<file path="src/sv/ttbe_pkg.sv">
// Shared constants, types and register codes of the tap tempo estimator.
package ttbe_pkg;

  localparam int MAX_WINDOW_DEF = 8;

  localparam int TIME_W = 32;
  localparam int GAP_W  = 16;
  localparam int WIN_W  = 4;
  localparam int BPM_W  = 14;

  localparam int BPM_SCALE = 600000;

  localparam int CFG_AW = 4;
  localparam int CFG_DW = 32;

  typedef logic [TIME_W-1:0] time_t;
  typedef logic [BPM_W-1:0]  bpm_t;
  typedef logic [GAP_W-1:0]  gap_t;
  typedef logic [WIN_W-1:0]  win_t;

  typedef logic [1:0] reg_idx_t;
  localparam reg_idx_t REG_GAP    = 2'd0;
  localparam reg_idx_t REG_WINDOW = 2'd1;
  localparam reg_idx_t REG_MIN    = 2'd2;
  localparam reg_idx_t REG_MAX    = 2'd3;

  localparam gap_t GAP_RST    = 16'd2000;
  localparam win_t WINDOW_RST = 4'd4;
  localparam bpm_t MIN_RST    = 14'd300;
  localparam bpm_t MAX_RST    = 14'd3000;

  typedef struct packed {
    logic busy;
    logic done;
  } div_stat_t;

endpackage

</file>
<file path="src/sv/ttbe_if.sv">
// Handshake channels for tap items and tempo items.
interface ttbe_tap_if;
  import ttbe_pkg::*;
  logic  valid;
  logic  ready;
  time_t tap_time_ms;
  modport source (output valid, output tap_time_ms, input ready);
  modport sink (input valid, input tap_time_ms, output ready);
endinterface

interface ttbe_tempo_if;
  import ttbe_pkg::*;
  logic valid;
  logic ready;
  logic tempo_valid;
  bpm_t bpm_tenths;
  modport source (output valid, output tempo_valid, output bpm_tenths, input ready);
  modport sink (input valid, input tempo_valid, input bpm_tenths, output ready);
endinterface

</file>
<file path="src/sv/tap_tempo_bpm_estimator.sv">
// Tap tempo estimator: tap history in a ring memory, tempo by serial division.
// Flow: the first tap of a sequence gives a result with no valid tempo, a zero span gives the configured
// maximum tempo, and otherwise the tempo comes from the one-bit-a-cycle serial divider.
// Throughput: one tap at a time; the next tap is taken once the result is queued.
// Reset: synchronous active-low rst_n empties the history and loads register defaults;
// ring contents stay as they are and are read only after being written.
module tap_tempo_bpm_estimator #(
  parameter int MAX_WINDOW = ttbe_pkg::MAX_WINDOW_DEF
) (
  input  logic                        clk,
  input  logic                        rst_n,
  ttbe_tap_if.sink                    in_tap,
  ttbe_tempo_if.source                out_tempo,
  input  logic                        psel,
  input  logic                        penable,
  input  logic                        pwrite,
  input  logic [ttbe_pkg::CFG_AW-1:0] paddr,
  input  logic [ttbe_pkg::CFG_DW-1:0] pwdata,
  output logic [ttbe_pkg::CFG_DW-1:0] prdata,
  output logic                        pready
);
  import ttbe_pkg::*;

  localparam int IDX_W  = $clog2(MAX_WINDOW);
  localparam int PTR_W  = IDX_W + 1;
  localparam int CNT_W  = $clog2(MAX_WINDOW + 1);
  localparam int WCMP_W = ((WIN_W > CNT_W) ? WIN_W : CNT_W) + 1;
  localparam int NUM_W  = $clog2(BPM_SCALE * (MAX_WINDOW - 1) + 1);

  typedef enum logic [2:0] {S_IDLE, S_LAST, S_OLD, S_DIV, S_DONE} state_t;

  // configuration registers
  gap_t cfg_gap_r;
  win_t cfg_win_r;
  bpm_t cfg_min_r;
  bpm_t cfg_max_r;
  logic cfg_wr;

  assign pready = 1'b1;
  assign cfg_wr = psel && penable && pwrite;

  always_ff @(posedge clk) begin
    if (!rst_n) begin
      cfg_gap_r <= GAP_RST;
      cfg_win_r <= WINDOW_RST;
      cfg_min_r <= MIN_RST;
      cfg_max_r <= MAX_RST;
    end else if (cfg_wr) begin
      case (reg_idx_t'(paddr[3:2]))
        REG_GAP:    cfg_gap_r <= pwdata[GAP_W-1:0];
        REG_WINDOW: cfg_win_r <= pwdata[WIN_W-1:0];
        REG_MIN:    cfg_min_r <= pwdata[BPM_W-1:0];
        REG_MAX:    cfg_max_r <= pwdata[BPM_W-1:0];
        default: ;
      endcase
    end
  end

  always_comb begin
    case (reg_idx_t'(paddr[3:2]))
      REG_GAP:    prdata = CFG_DW'(cfg_gap_r);
      REG_WINDOW: prdata = CFG_DW'(cfg_win_r);
      REG_MIN:    prdata = CFG_DW'(cfg_min_r);
      REG_MAX:    prdata = CFG_DW'(cfg_max_r);
      default:    prdata = '0;
    endcase
  end

  // control and datapath registers
  state_t           state_r;
  logic [IDX_W-1:0] head_r;
  logic [CNT_W-1:0] cnt_r;
  time_t            now_r;
  logic             tv_r;
  bpm_t             bpm_r;
  logic             out_valid_r;
  logic             out_tv_r;
  bpm_t             out_bpm_r;

  // tap ring
  time_t            ring_mem [MAX_WINDOW];
  time_t            rd_data_r;
  logic [IDX_W-1:0] rd_addr;
  logic             ring_we;

  // effective window
  logic [WCMP_W-1:0] win_ext;
  logic [CNT_W-1:0]  win;

  always_comb begin
    win_ext = WCMP_W'(cfg_win_r);
    if (win_ext < WCMP_W'(2)) begin
      win = CNT_W'(2);
    end else if (win_ext > WCMP_W'(MAX_WINDOW)) begin
      win = CNT_W'(MAX_WINDOW);
    end else begin
      win = win_ext[CNT_W-1:0];
    end
  end

  // history update
  logic [IDX_W-1:0] head_prev;
  logic [IDX_W-1:0] head_inc;
  time_t            gap_diff;
  logic             gap_hit;
  logic [CNT_W:0]   cnt_inc;
  logic [CNT_W-1:0] cnt_new;
  logic [PTR_W-1:0] old_sum;
  logic [IDX_W-1:0] old_idx;

  always_comb begin
    head_prev = (head_r == '0) ? IDX_W'(MAX_WINDOW - 1) : head_r - 1'b1;
    head_inc  = (head_r == IDX_W'(MAX_WINDOW - 1)) ? '0 : head_r + 1'b1;
    gap_diff  = now_r - rd_data_r;
    gap_hit   = (cnt_r != '0) && (gap_diff > TIME_W'(cfg_gap_r));
    cnt_inc   = gap_hit ? (CNT_W + 1)'(1) : ({1'b0, cnt_r} + 1'b1);
    cnt_new   = (cnt_inc > {1'b0, win}) ? win : cnt_inc[CNT_W-1:0];
    old_sum   = {1'b0, head_inc} + PTR_W'(MAX_WINDOW) - PTR_W'(cnt_new);
    if (old_sum >= PTR_W'(MAX_WINDOW)) begin
      old_sum = old_sum - PTR_W'(MAX_WINDOW);
    end
    old_idx = old_sum[IDX_W-1:0];
  end

  assign rd_addr = (state_r == S_IDLE) ? head_prev : old_idx;
  assign ring_we = (state_r == S_LAST);

  always_ff @(posedge clk) begin
    if (ring_we) begin
      ring_mem[head_r] <= now_r;
    end
    rd_data_r <= ring_mem[rd_addr];
  end

  // division
  time_t               span;
  logic [NUM_W-1:0]    dividend;
  logic [NUM_W-1:0]    quotient;
  ttbe_pkg::div_stat_t div_stat;
  logic                div_start;
  logic [NUM_W-1:0]    q_lo;
  logic [NUM_W-1:0]    q_cl;

  always_comb begin
    span      = now_r - rd_data_r;
    dividend  = NUM_W'(BPM_SCALE) * NUM_W'(cnt_r - 1'b1);
    div_start = (state_r == S_OLD) && (span != '0) && !div_stat.busy;
    q_lo      = (quotient < NUM_W'(cfg_min_r)) ? NUM_W'(cfg_min_r) : quotient;
    q_cl      = (q_lo > NUM_W'(cfg_max_r)) ? NUM_W'(cfg_max_r) : q_lo;
  end

  ttbe_div #(
    .NUM_W (NUM_W),
    .DEN_W (TIME_W)
  ) u_div (
    .clk      (clk),
    .rst_n    (rst_n),
    .start    (div_start),
    .dividend (dividend),
    .divisor  (span),
    .quotient (quotient),
    .stat     (div_stat)
  );

  always_ff @(posedge clk) begin
    if (!rst_n) begin
      state_r     <= S_IDLE;
      head_r      <= '0;
      cnt_r       <= '0;
      out_valid_r <= 1'b0;
    end else begin
      if (out_valid_r && out_tempo.ready && (state_r != S_DONE)) begin
        out_valid_r <= 1'b0;
      end
      case (state_r)
        S_IDLE: begin
          if (in_tap.valid) begin
            now_r   <= in_tap.tap_time_ms;
            state_r <= S_LAST;
          end
        end
        S_LAST: begin
          head_r <= head_inc;
          cnt_r  <= cnt_new;
          if (cnt_new < CNT_W'(2)) begin
            tv_r    <= 1'b0;
            bpm_r   <= '0;
            state_r <= S_DONE;
          end else begin
            state_r <= S_OLD;
          end
        end
        S_OLD: begin
          if (span == '0) begin
            tv_r    <= 1'b1;
            bpm_r   <= cfg_max_r;
            state_r <= S_DONE;
          end else if (!div_stat.busy) begin
            state_r <= S_DIV;
          end
        end
        S_DIV: begin
          if (div_stat.done) begin
            tv_r    <= 1'b1;
            bpm_r   <= q_cl[BPM_W-1:0];
            state_r <= S_DONE;
          end
        end
        S_DONE: begin
          if (!out_valid_r || out_tempo.ready) begin
            out_valid_r <= 1'b1;
            out_tv_r    <= tv_r;
            out_bpm_r   <= bpm_r;
            state_r     <= S_IDLE;
          end
        end
        default: state_r <= S_IDLE;
      endcase
    end
  end

  assign in_tap.ready          = (state_r == S_IDLE);
  assign out_tempo.valid       = out_valid_r;
  assign out_tempo.tempo_valid = out_tv_r;
  assign out_tempo.bpm_tenths  = out_bpm_r;

endmodule

</file>
<file path="src/sv/ttbe_div.sv">
// Restoring bit-serial divider, one quotient bit per cycle.
module ttbe_div #(
  parameter int NUM_W = 23,
  parameter int DEN_W = 32
) (
  input  logic                clk,
  input  logic                rst_n,
  input  logic                start,
  input  logic [NUM_W-1:0]    dividend,
  input  logic [DEN_W-1:0]    divisor,
  output logic [NUM_W-1:0]    quotient,
  output ttbe_pkg::div_stat_t stat
);
  import ttbe_pkg::*;

  localparam int CNT_W = $clog2(NUM_W + 1);

  logic [NUM_W-1:0] quo_r;
  logic [DEN_W-1:0] rem_r;
  logic [DEN_W-1:0] den_r;
  logic [CNT_W-1:0] cnt_r;
  logic             busy_r;
  logic             done_r;

  logic [DEN_W:0]   shifted;
  logic             ge;
  logic [DEN_W:0]   diff;
  logic [DEN_W-1:0] rem_nxt;
  logic [NUM_W-1:0] quo_nxt;

  always_comb begin
    shifted = {rem_r, quo_r[NUM_W-1]};
    ge      = shifted >= {1'b0, den_r};
    diff    = shifted - {1'b0, den_r};
    rem_nxt = ge ? diff[DEN_W-1:0] : shifted[DEN_W-1:0];
    quo_nxt = {quo_r[NUM_W-2:0], ge};
  end

  always_ff @(posedge clk) begin
    if (!rst_n) begin
      busy_r <= 1'b0;
      done_r <= 1'b0;
      cnt_r  <= '0;
    end else begin
      done_r <= 1'b0;
      if (start && !busy_r) begin
        quo_r  <= dividend;
        rem_r  <= '0;
        den_r  <= divisor;
        cnt_r  <= CNT_W'(NUM_W);
        busy_r <= 1'b1;
      end else if (busy_r) begin
        quo_r <= quo_nxt;
        rem_r <= rem_nxt;
        cnt_r <= cnt_r - 1'b1;
        if (cnt_r == CNT_W'(1)) begin
          busy_r <= 1'b0;
          done_r <= 1'b1;
        end
      end
    end
  end

  assign quotient  = quo_r;
  assign stat.busy = busy_r;
  assign stat.done = done_r;

endmodule

</file>
<file path="src/flat_wrapper.sv">
// flat-port wrapper written by rule: the top's interface ports become plain ports
module tap_tempo_bpm_estimator_flat import ttbe_pkg::*;
#(
  parameter int MAX_WINDOW = ttbe_pkg::MAX_WINDOW_DEF
)
  (clk, rst_n, psel, penable, pwrite, paddr, pwdata, prdata, pready, in_tap_valid, in_tap_tap_time_ms, in_tap_ready, out_tempo_valid, out_tempo_tempo_valid, out_tempo_bpm_tenths, out_tempo_ready);
  ttbe_tap_if in_tap_i ();
  ttbe_tempo_if out_tempo_i ();
  input  logic clk;
  input  logic rst_n;
  input  logic psel;
  input  logic penable;
  input  logic pwrite;
  input  logic [ttbe_pkg::CFG_AW-1:0] paddr;
  input  logic [ttbe_pkg::CFG_DW-1:0] pwdata;
  output logic [ttbe_pkg::CFG_DW-1:0] prdata;
  output logic pready;
  input wire logic [$bits(in_tap_i.valid)-1:0] in_tap_valid;
  input wire logic [$bits(in_tap_i.tap_time_ms)-1:0] in_tap_tap_time_ms;
  output wire logic [$bits(in_tap_i.ready)-1:0] in_tap_ready;
  output wire logic [$bits(out_tempo_i.valid)-1:0] out_tempo_valid;
  output wire logic [$bits(out_tempo_i.tempo_valid)-1:0] out_tempo_tempo_valid;
  output wire logic [$bits(out_tempo_i.bpm_tenths)-1:0] out_tempo_bpm_tenths;
  input wire logic [$bits(out_tempo_i.ready)-1:0] out_tempo_ready;
  assign in_tap_i.valid = in_tap_valid;
  assign in_tap_i.tap_time_ms = in_tap_tap_time_ms;
  assign in_tap_ready = in_tap_i.ready;
  assign out_tempo_valid = out_tempo_i.valid;
  assign out_tempo_tempo_valid = out_tempo_i.tempo_valid;
  assign out_tempo_bpm_tenths = out_tempo_i.bpm_tenths;
  assign out_tempo_i.ready = out_tempo_ready;
  tap_tempo_bpm_estimator #(.MAX_WINDOW(MAX_WINDOW)) u_core (.clk(clk), .rst_n(rst_n), .in_tap(in_tap_i), .out_tempo(out_tempo_i), .psel(psel), .penable(penable), .pwrite(pwrite), .paddr(paddr), .pwdata(pwdata), .prdata(prdata), .pready(pready));
endmodule
</file>
<file path="config.mk">
export PLATFORM = sky130hd
export DESIGN_NAME = tap_tempo_bpm_estimator_flat
export DESIGN_NICKNAME = d
export VERILOG_FILES = /design/src/sv/ttbe_pkg.sv /design/src/sv/ttbe_if.sv /design/src/sv/tap_tempo_bpm_estimator.sv /design/src/sv/ttbe_div.sv /design/src/flat_wrapper.sv
export SDC_FILE = /design/constraint.sdc
export NUM_CORES = 1
export LEC_CHECK = 0
export BUFFER_PORTS_ARGS = -buffer_cell sky130_fd_sc_hd__clkbuf_2
export CAP_MARGIN = 20
export CORE_MARGIN = 1.5
export CORE_UTILIZATION = 56
export CTS_BUF_LIST = sky130_fd_sc_hd__clkbuf_4 sky130_fd_sc_hd__clkbuf_8 sky130_fd_sc_hd__clkbuf_16
export DETAILED_ROUTE_END_ITERATION = 16
export PLACE_DENSITY_LB_ADDON = 0.15
export SETUP_SLACK_MARGIN = 0.2
export SLEW_MARGIN = 15
export SYNTH_ARGS = -nofsm -noshare
export SYNTH_HDL_FRONTEND = slang
export SYNTH_SLANG_ARGS = --single-unit
</file>
<file path="constraint.sdc">
create_clock -name clk -period 7.2 [get_ports clk]
set_input_delay 1.44 -clock clk [delete_from_list [all_inputs] [get_ports clk]]
set_output_delay 1.44 -clock clk [all_outputs]
set_load 0.1 [all_outputs]
</file>
Word-level counts from Yosys, hierarchy flattened
Memories as Yosys holds them, arrays and structs flattened. A register that Yosys moved wholly into a read port is not among the register bits.
Index checks and enable logic that the tools add are counted.
- memories: 1
- logic and storage cells: 132
- bits in writable memories: 256
- register bits after elaboration: 215
- $add $sub $neg: 10
- bitwise gates (word level): 2
- reductions and logical operators: 31
- muxes and demuxes: 41
- eq/ne operators: 16
- magnitude comparators: 9
- $mul: 1
- memories (memory ; words ; width ; rd ports ; clocked after Yosys merged registers in ; write ports ; line ; source):
    u_core.ring_mem ; 8 ; 32 ; 1 ; 1 ; 1 ; tap_tempo_bpm_estimator.sv:81 ; time_t ring_mem [MAX_WINDOW];
- operators by type and width (kind ; number):
    case mux 32 bit (4 select lines) ; 1
    two-way mux 23 bit ; 3
    two-way mux 32 bit ; 2
    subtractor 32 bit ; 2
    two-way mux 14 bit ; 4
    case mux 14 bit (3 select lines) ; 1
    greater-or-equal comparator 33 x 32 -> 1 bit ; 1
    > comparator 32 x 16 -> 1 bit ; 1
    zero test 32 bit ; 1
    nonzero test 32 bit ; 1
    two-way mux 3 bit ; 10
    > comparator 23 x 14 -> 1 bit ; 1
    < comparator 23 x 14 -> 1 bit ; 1
    multiplier 14 x 23 -> 17 bit (first input constant) ; 1
    two-way mux 5 bit ; 3
    case mux 3 bit (5 select lines) ; 1
    two-way mux 1 bit ; 12
    two-way mux 4 bit ; 3
    AND reduction 2 bit ; 6
    logical AND 1 bit ; 8
    < comparator 4 x 2 -> 1 bit (second input constant) ; 2
    != test 2 bit (second input constant) ; 4
    equality test 3 x 2 -> 1 bit (second input constant) ; 2
    equality test 3 bit (second input constant) ; 2
    30 further kinds ; 37

Logic depth before layout (Yosys ltp)
- word-level depth: 10
- depth in mapped cells: 40
- mapped depth without buffers: 37

Modules after synthesis
A second synthesis with hierarchy kept.
- cell total of the unflattened synthesis: 2592
- area, all modules: 26824.5 um2
- modules (own cells, without submodules) (module ; instances ; sequential area each (um2) ; area each (um2) ; cells each):
    tap_tempo_bpm_estimator ; 1 ; 11370.9 ; 21310.4 ; 2057
    ttbe_div ; 1 ; 2752.6 ; 5514.0 ; 535

Least setup slack after synthesis
No wires, ideal clock.
- kind: reg-to-reg
- from: register u_core.now_r[0]
- to: register u_core.rd_data_r[30] (read register of u_core.ring_mem)
- data required time: 7076 ps
- arrival: 7017 ps
- path buffers: 3
- path slack: 60 ps
- stages on the path, launching flop included: 40
- cells stage by stage: edfxtp_1 inv_1 ha_1 fa_1 nand2b_1 a211o_1 a211oi_1 o21a_1 o21ai_0 and2_1 ha_1 nor2b_1 o21ai_0 a21oi_1 o21ai_0 a21oi_1 a2bb2oi_1 or3_4 (+4 left out) nor2b_1 o21ai_0 nand2b_1 a21oi_1 a41o_1 and2_1 a21oi_1 o22a_1 ha_1 a21oi_1 buf_1 clkbuf_1 mux2i_1 nor2_1 a21oi_1 nor2_1 mux2i_1 nand3_1
- word-level cells in the longest chain between the ends: 10
- ends and longest elaborated chain (element ; line ; source):
    from (decl) ; tap_tempo_bpm_estimator.sv:73 ; time_t now_r;
    from (signal assigned) ; tap_tempo_bpm_estimator.sv:178 ; now_r <= in_tap.tap_time_ms;
    subtractor 32 bit * ; tap_tempo_bpm_estimator.sv:114 ; gap_diff = now_r - rd_data_r;
    named net u_core.gap_diff[10] ; tap_tempo_bpm_estimator.sv:104 ; time_t gap_diff;
    > comparator 32 x 16 -> 1 bit * ; tap_tempo_bpm_estimator.sv:115 ; gap_hit = (cnt_r != '0) && (gap_diff > TIME_W'(cfg_gap_r));
    logical AND 1 bit * ; tap_tempo_bpm_estimator.sv:115 ;
    two-way mux 5 bit * ; tap_tempo_bpm_estimator.sv:116 ; cnt_inc = gap_hit ? (CNT_W + 1)'(1) : ({1'b0, cnt_r} + 1'b1);
    > comparator 5 x 4 -> 1 bit ; tap_tempo_bpm_estimator.sv:117 ; cnt_new = (cnt_inc > {1'b0, win}) ? win : cnt_inc[CNT_W-1:0];
    two-way mux 4 bit * ; tap_tempo_bpm_estimator.sv:117 ;
    named net u_core.cnt_new[0] ; tap_tempo_bpm_estimator.sv:107 ; logic [CNT_W-1:0] cnt_new;
    subtractor 4 bit * ; tap_tempo_bpm_estimator.sv:118 ; old_sum = {1'b0, head_inc} + PTR_W'(MAX_WINDOW) - PTR_W'(cnt_new);
    greater-or-equal comparator 4 bit / subtractor 3 x 1 -> 3 bit (equally long branches) ; tap_tempo_bpm_estimator.sv:119, tap_tempo_bpm_estimator.sv:120 ;
    two-way mux 3 bit * ; tap_tempo_bpm_estimator.sv:119 ; if (old_sum >= PTR_W'(MAX_WINDOW)) begin
    two-way mux 3 bit * ; tap_tempo_bpm_estimator.sv:125 ; assign rd_addr = (state_r == S_IDLE) ? head_prev : old_idx;
    to (decl) ; tap_tempo_bpm_estimator.sv:82 ; time_t rd_data_r;
The timed path passes the listed nets; every way through them passes the cells marked *.
A chain may end at the register's enable or synchronous reset.

Worst setup path after layout
- from: register u_core.now_r[0]
- to: register u_core.rd_data_r[17] (read register of u_core.ring_mem)
The elaborated chain is that of the path after synthesis.

==> impl_metrics.json <==
{
  "synth.most_common_cell": "edfxtp_1",
  "status": "finished, violations left",
  "synth_common_cells": "405 x edfxtp_1, 337 x nor2_1, 181 x inv_1, 175 x a21oi_1, 172 x mux2i_1",
  "cp-end-kind": "flop",
  "num_io_pins": 125,
  "core-area_um2": 49100,
  "port_buffers": 89,
  "reg2regPathDepth": 42,
  "synthCells": 2542,
  "wl_per_cell_um": 19.9,
  "grt_max_degree": 58,
  "worstReg2RegStart": "u_core.now_r[0]",
  "grt_pass1_wl_um": 106000,
  "postCtsHoldBufs": 0,
  "async_flop_share_pct": 0,
  "syn_avg_cell_area_um2": 11.0,
  "crit_type": "flop to flop",
  "synth.area.top_cells": "edfxtp_1 44%, ha_1 7.4%, dfxtp_1 7.0%",
  "finalWorstSetupSlack_ns": -0.105,
  "dp_hpwl_um": 46400,
  "die_area_um2": 51200,
  "wl_um": 68400,
  "rows": 81,
  "n_fill_cell": 3685,
  "violations": "setup timing",
  "synth_seq_cells": 503,
  "finalSetupViolations": 9,
  "crit_path_max_fanout": 6,
  "gp_congestion": 0.925,
  "cp_slowest_cell": "fa_1",
  "dp_slack_ns": -0.143,
  "setup.worst_path.start": "u_core.now_r[0]",
  "r2r_end": "u_core.rd_data_r[17]",
  "synth_edf_count": 405,
  "first_iter_violations": 1332,
  "fmax_mhz": 137,
  "worstPathArrival_ns": 7.80,
  "crit_path_max_incr_delay_ns": 0.44,
  "insertion_delay_ns": 0.62,
  "min_period_over_period_pct": 101,
  "worst_pin_slew_ns": 0.973,
  "cts_buffers": 54,
  "hold_viol": 0,
  "synthesis.area_um2": 27900,
  "syn2layout_area_growth_pct": 18.8,
  "cts_root_buf": "clkbuf_16",
  "first_pass_iters": 5,
  "antenna_cells": 0,
  "fin_skew_ns": 0.0347,
  "vias_per_cell": 5.83,
  "path_clk_slew_ns": 0.06,
  "crit_required_ns": 7.69,
  "cp-start-kind": "flop",
  "ys_types": 86,
  "rsz0062_at_grt": "true",
  "synth_top_area_share_pct": 43.6,
  "min_path_type": "flop to flop",
  "cts-htree-levels": 2,
  "clockBufferDepth": 3,
  "cts_tree": "yes",
  "synth-seq-area-share_pct": 50.6,
  "vias": 20068,
  "cts.sinks": 503,
  "die_y_um": 226,
  "drtAntennaViolNets": 0,
  "overflow": 0,
  "drive_above_1_share_pct": 21.0,
  "final_nets": 2994,
  "drc": 0,
  "cap_violations": 0,
  "dp_cells": 3313,
  "ys_warn_count": 0,
  "max_slew_margin_pct": 34.9,
  "yosysTopAreaCell": "edfxtp_1",
  "die_w_um": 226,
  "ys.flop_type": "edfxtp_1",
  "slew_viol_final": 0,
  "antenna_found_initial": 1,
  "final_cell_count_no_fill": 3443,
  "rrSetupSlack_ns": -0.10,
  "grt_usage_pct": 26.6,
  "grt_pass1_vias": 19586,
  "initial_core_util_pct": 56.9,
  "crit_path_end": "u_core.rd_data_r[17]",
  "min_period_ns": 7.30
}
metrics by stage:
step           utilization, %  TNS, ns  hold WS (ns)  cell area [um2]
3_5_place_dp             60.9    -2.72         0.406            29900
6_report                 67.5   -0.452         0.416            33100
4_1_cts                  66.3        0         0.417            32500
2_1_floorplan               -        0         0.400            28000
5_1_grt                  67.5    -8.94         0.424            33100
3_3_place_gp             60.9   -0.504         0.401            29900
layout make-up:
type / instances / area (um2) / area share [%]
clock buffers: 68 / 1500 / 4.52
multi-input cells: 1753 / 13500 / 40.8
repair buffers: 239 / 2090 / 6.31
flip-flops and latches: 503 / 14100 / 42.6
inverters: 182 / 683 / 2.06
well taps: 664 / 831 / 2.51
clock inverters: 34 / 399 / 1.20
worst min path at each step:
stage                         start                        endpoint  slack, ns  depth (start not counted)
finish              u_core.bpm_r[0]  u_core.out_tempo.bpm_tenths[0]       0.42                          0
global route        u_core.bpm_r[9]  u_core.out_tempo.bpm_tenths[9]       0.42                          0
CTS                 u_core.bpm_r[0]  u_core.out_tempo.bpm_tenths[0]       0.42                          0
detailed placement  u_core.bpm_r[0]  u_core.out_tempo.bpm_tenths[0]       0.41                          0
global placement        u_core.tv_r    u_core.out_tempo.tempo_valid       0.40                          0
floorplan           u_core.bpm_r[0]  u_core.out_tempo.bpm_tenths[0]       0.40                          0
sequential cells by signal, indices dropped and copies added, names as in the netlist, 3 cells and up:
register / flops
u_core.u_div.rem_r: 32
u_core.cfg_gap_r: 16
u_core.cfg_max_r: 14
u_core.head_r: 3
u_core.now_r: 32
u_core.cfg_min_r: 14
u_core.bpm_r: 14
u_core.cfg_win_r: 4
u_core.out_tempo.bpm_tenths: 14
u_core.state_r: 3
u_core.ring_mem: 256
u_core.u_div.den_r: 32
u_core.rd_data_r: 32
u_core.u_div.cnt_r: 5
u_core.u_div.quotient: 23
u_core.cnt_r: 4
worst max-delay path: cells and delay by family, from the launching register on:
| family | cells | cell delay, ns |
|---|---|---|
| buffers and inverters | 7 | 0.83 |
| AOI/OAI and AO/OA | 17 | 2.78 |
| DFF | 1 | 0.43 |
| and+or+nand+nor | 11 | 1.43 |
| muxes | 1 | 0.15 |
| adders and majority gates | 6 | 1.57 |
cells in the final DEF (no fill, tap or decap), types with 36 or more instances in the layout:
| master | n |
|---|---|
| a21oi_1 | 109 |
| ha_1 | 158 |
| nand2_1 | 156 |
| mux2_2 | 79 |
| buf_4 | 110 |
| a21o_1 | 39 |
| nand3_1 | 47 |
| xnor2_1 | 54 |
| dfxtp_1 | 98 |
| mux2i_1 | 170 |
| a21oi_4 | 36 |
| inv_1 | 179 |
| nor2_1 | 301 |
| edfxtp_1 | 405 |
| clkbuf_2 | 89 |
| clkbuf_16 | 57 |
| o21ai_0 | 51 |
routing by layer:
layer / part of all wire (%) / GRT usage, %
met5: 0.019 / 0
met4: 2.8 / 7.96
met3: 5.6 / 3.34
met2: 47 / 44.2
met1: 44 / 36.5
cell families (layout without fill, tap and decap cells):
family / after synthesis / in the layout / share of synthesized area, %
DFF: 503 / 503 / 50.6
muxes: 269 / 269 / 10.2
buffers and inverters: 302 / 523 / 4.56
adders and majority gates: 186 / 186 / 8.91
and+or+nand+nor: 719 / 719 / 11.6
xor gates and xnor gates: 79 / 79 / 2.53
AOI/OAI and AO/OA: 482 / 482 / 11.5
other: 2 / 18 / 0.0269
repair_timing:
action / 4_1_cts / 5_1_grt
resized for setup: 102 / 103
setup endpoints to repair: 32 / 32
pin swaps: 17 / 61
buffers inserted: 12 / 7
gates cloned: 7 / 2
Power is not shown: default switching activity piles up to over one toggle a cycle in this logic, so the estimate is an artifact.
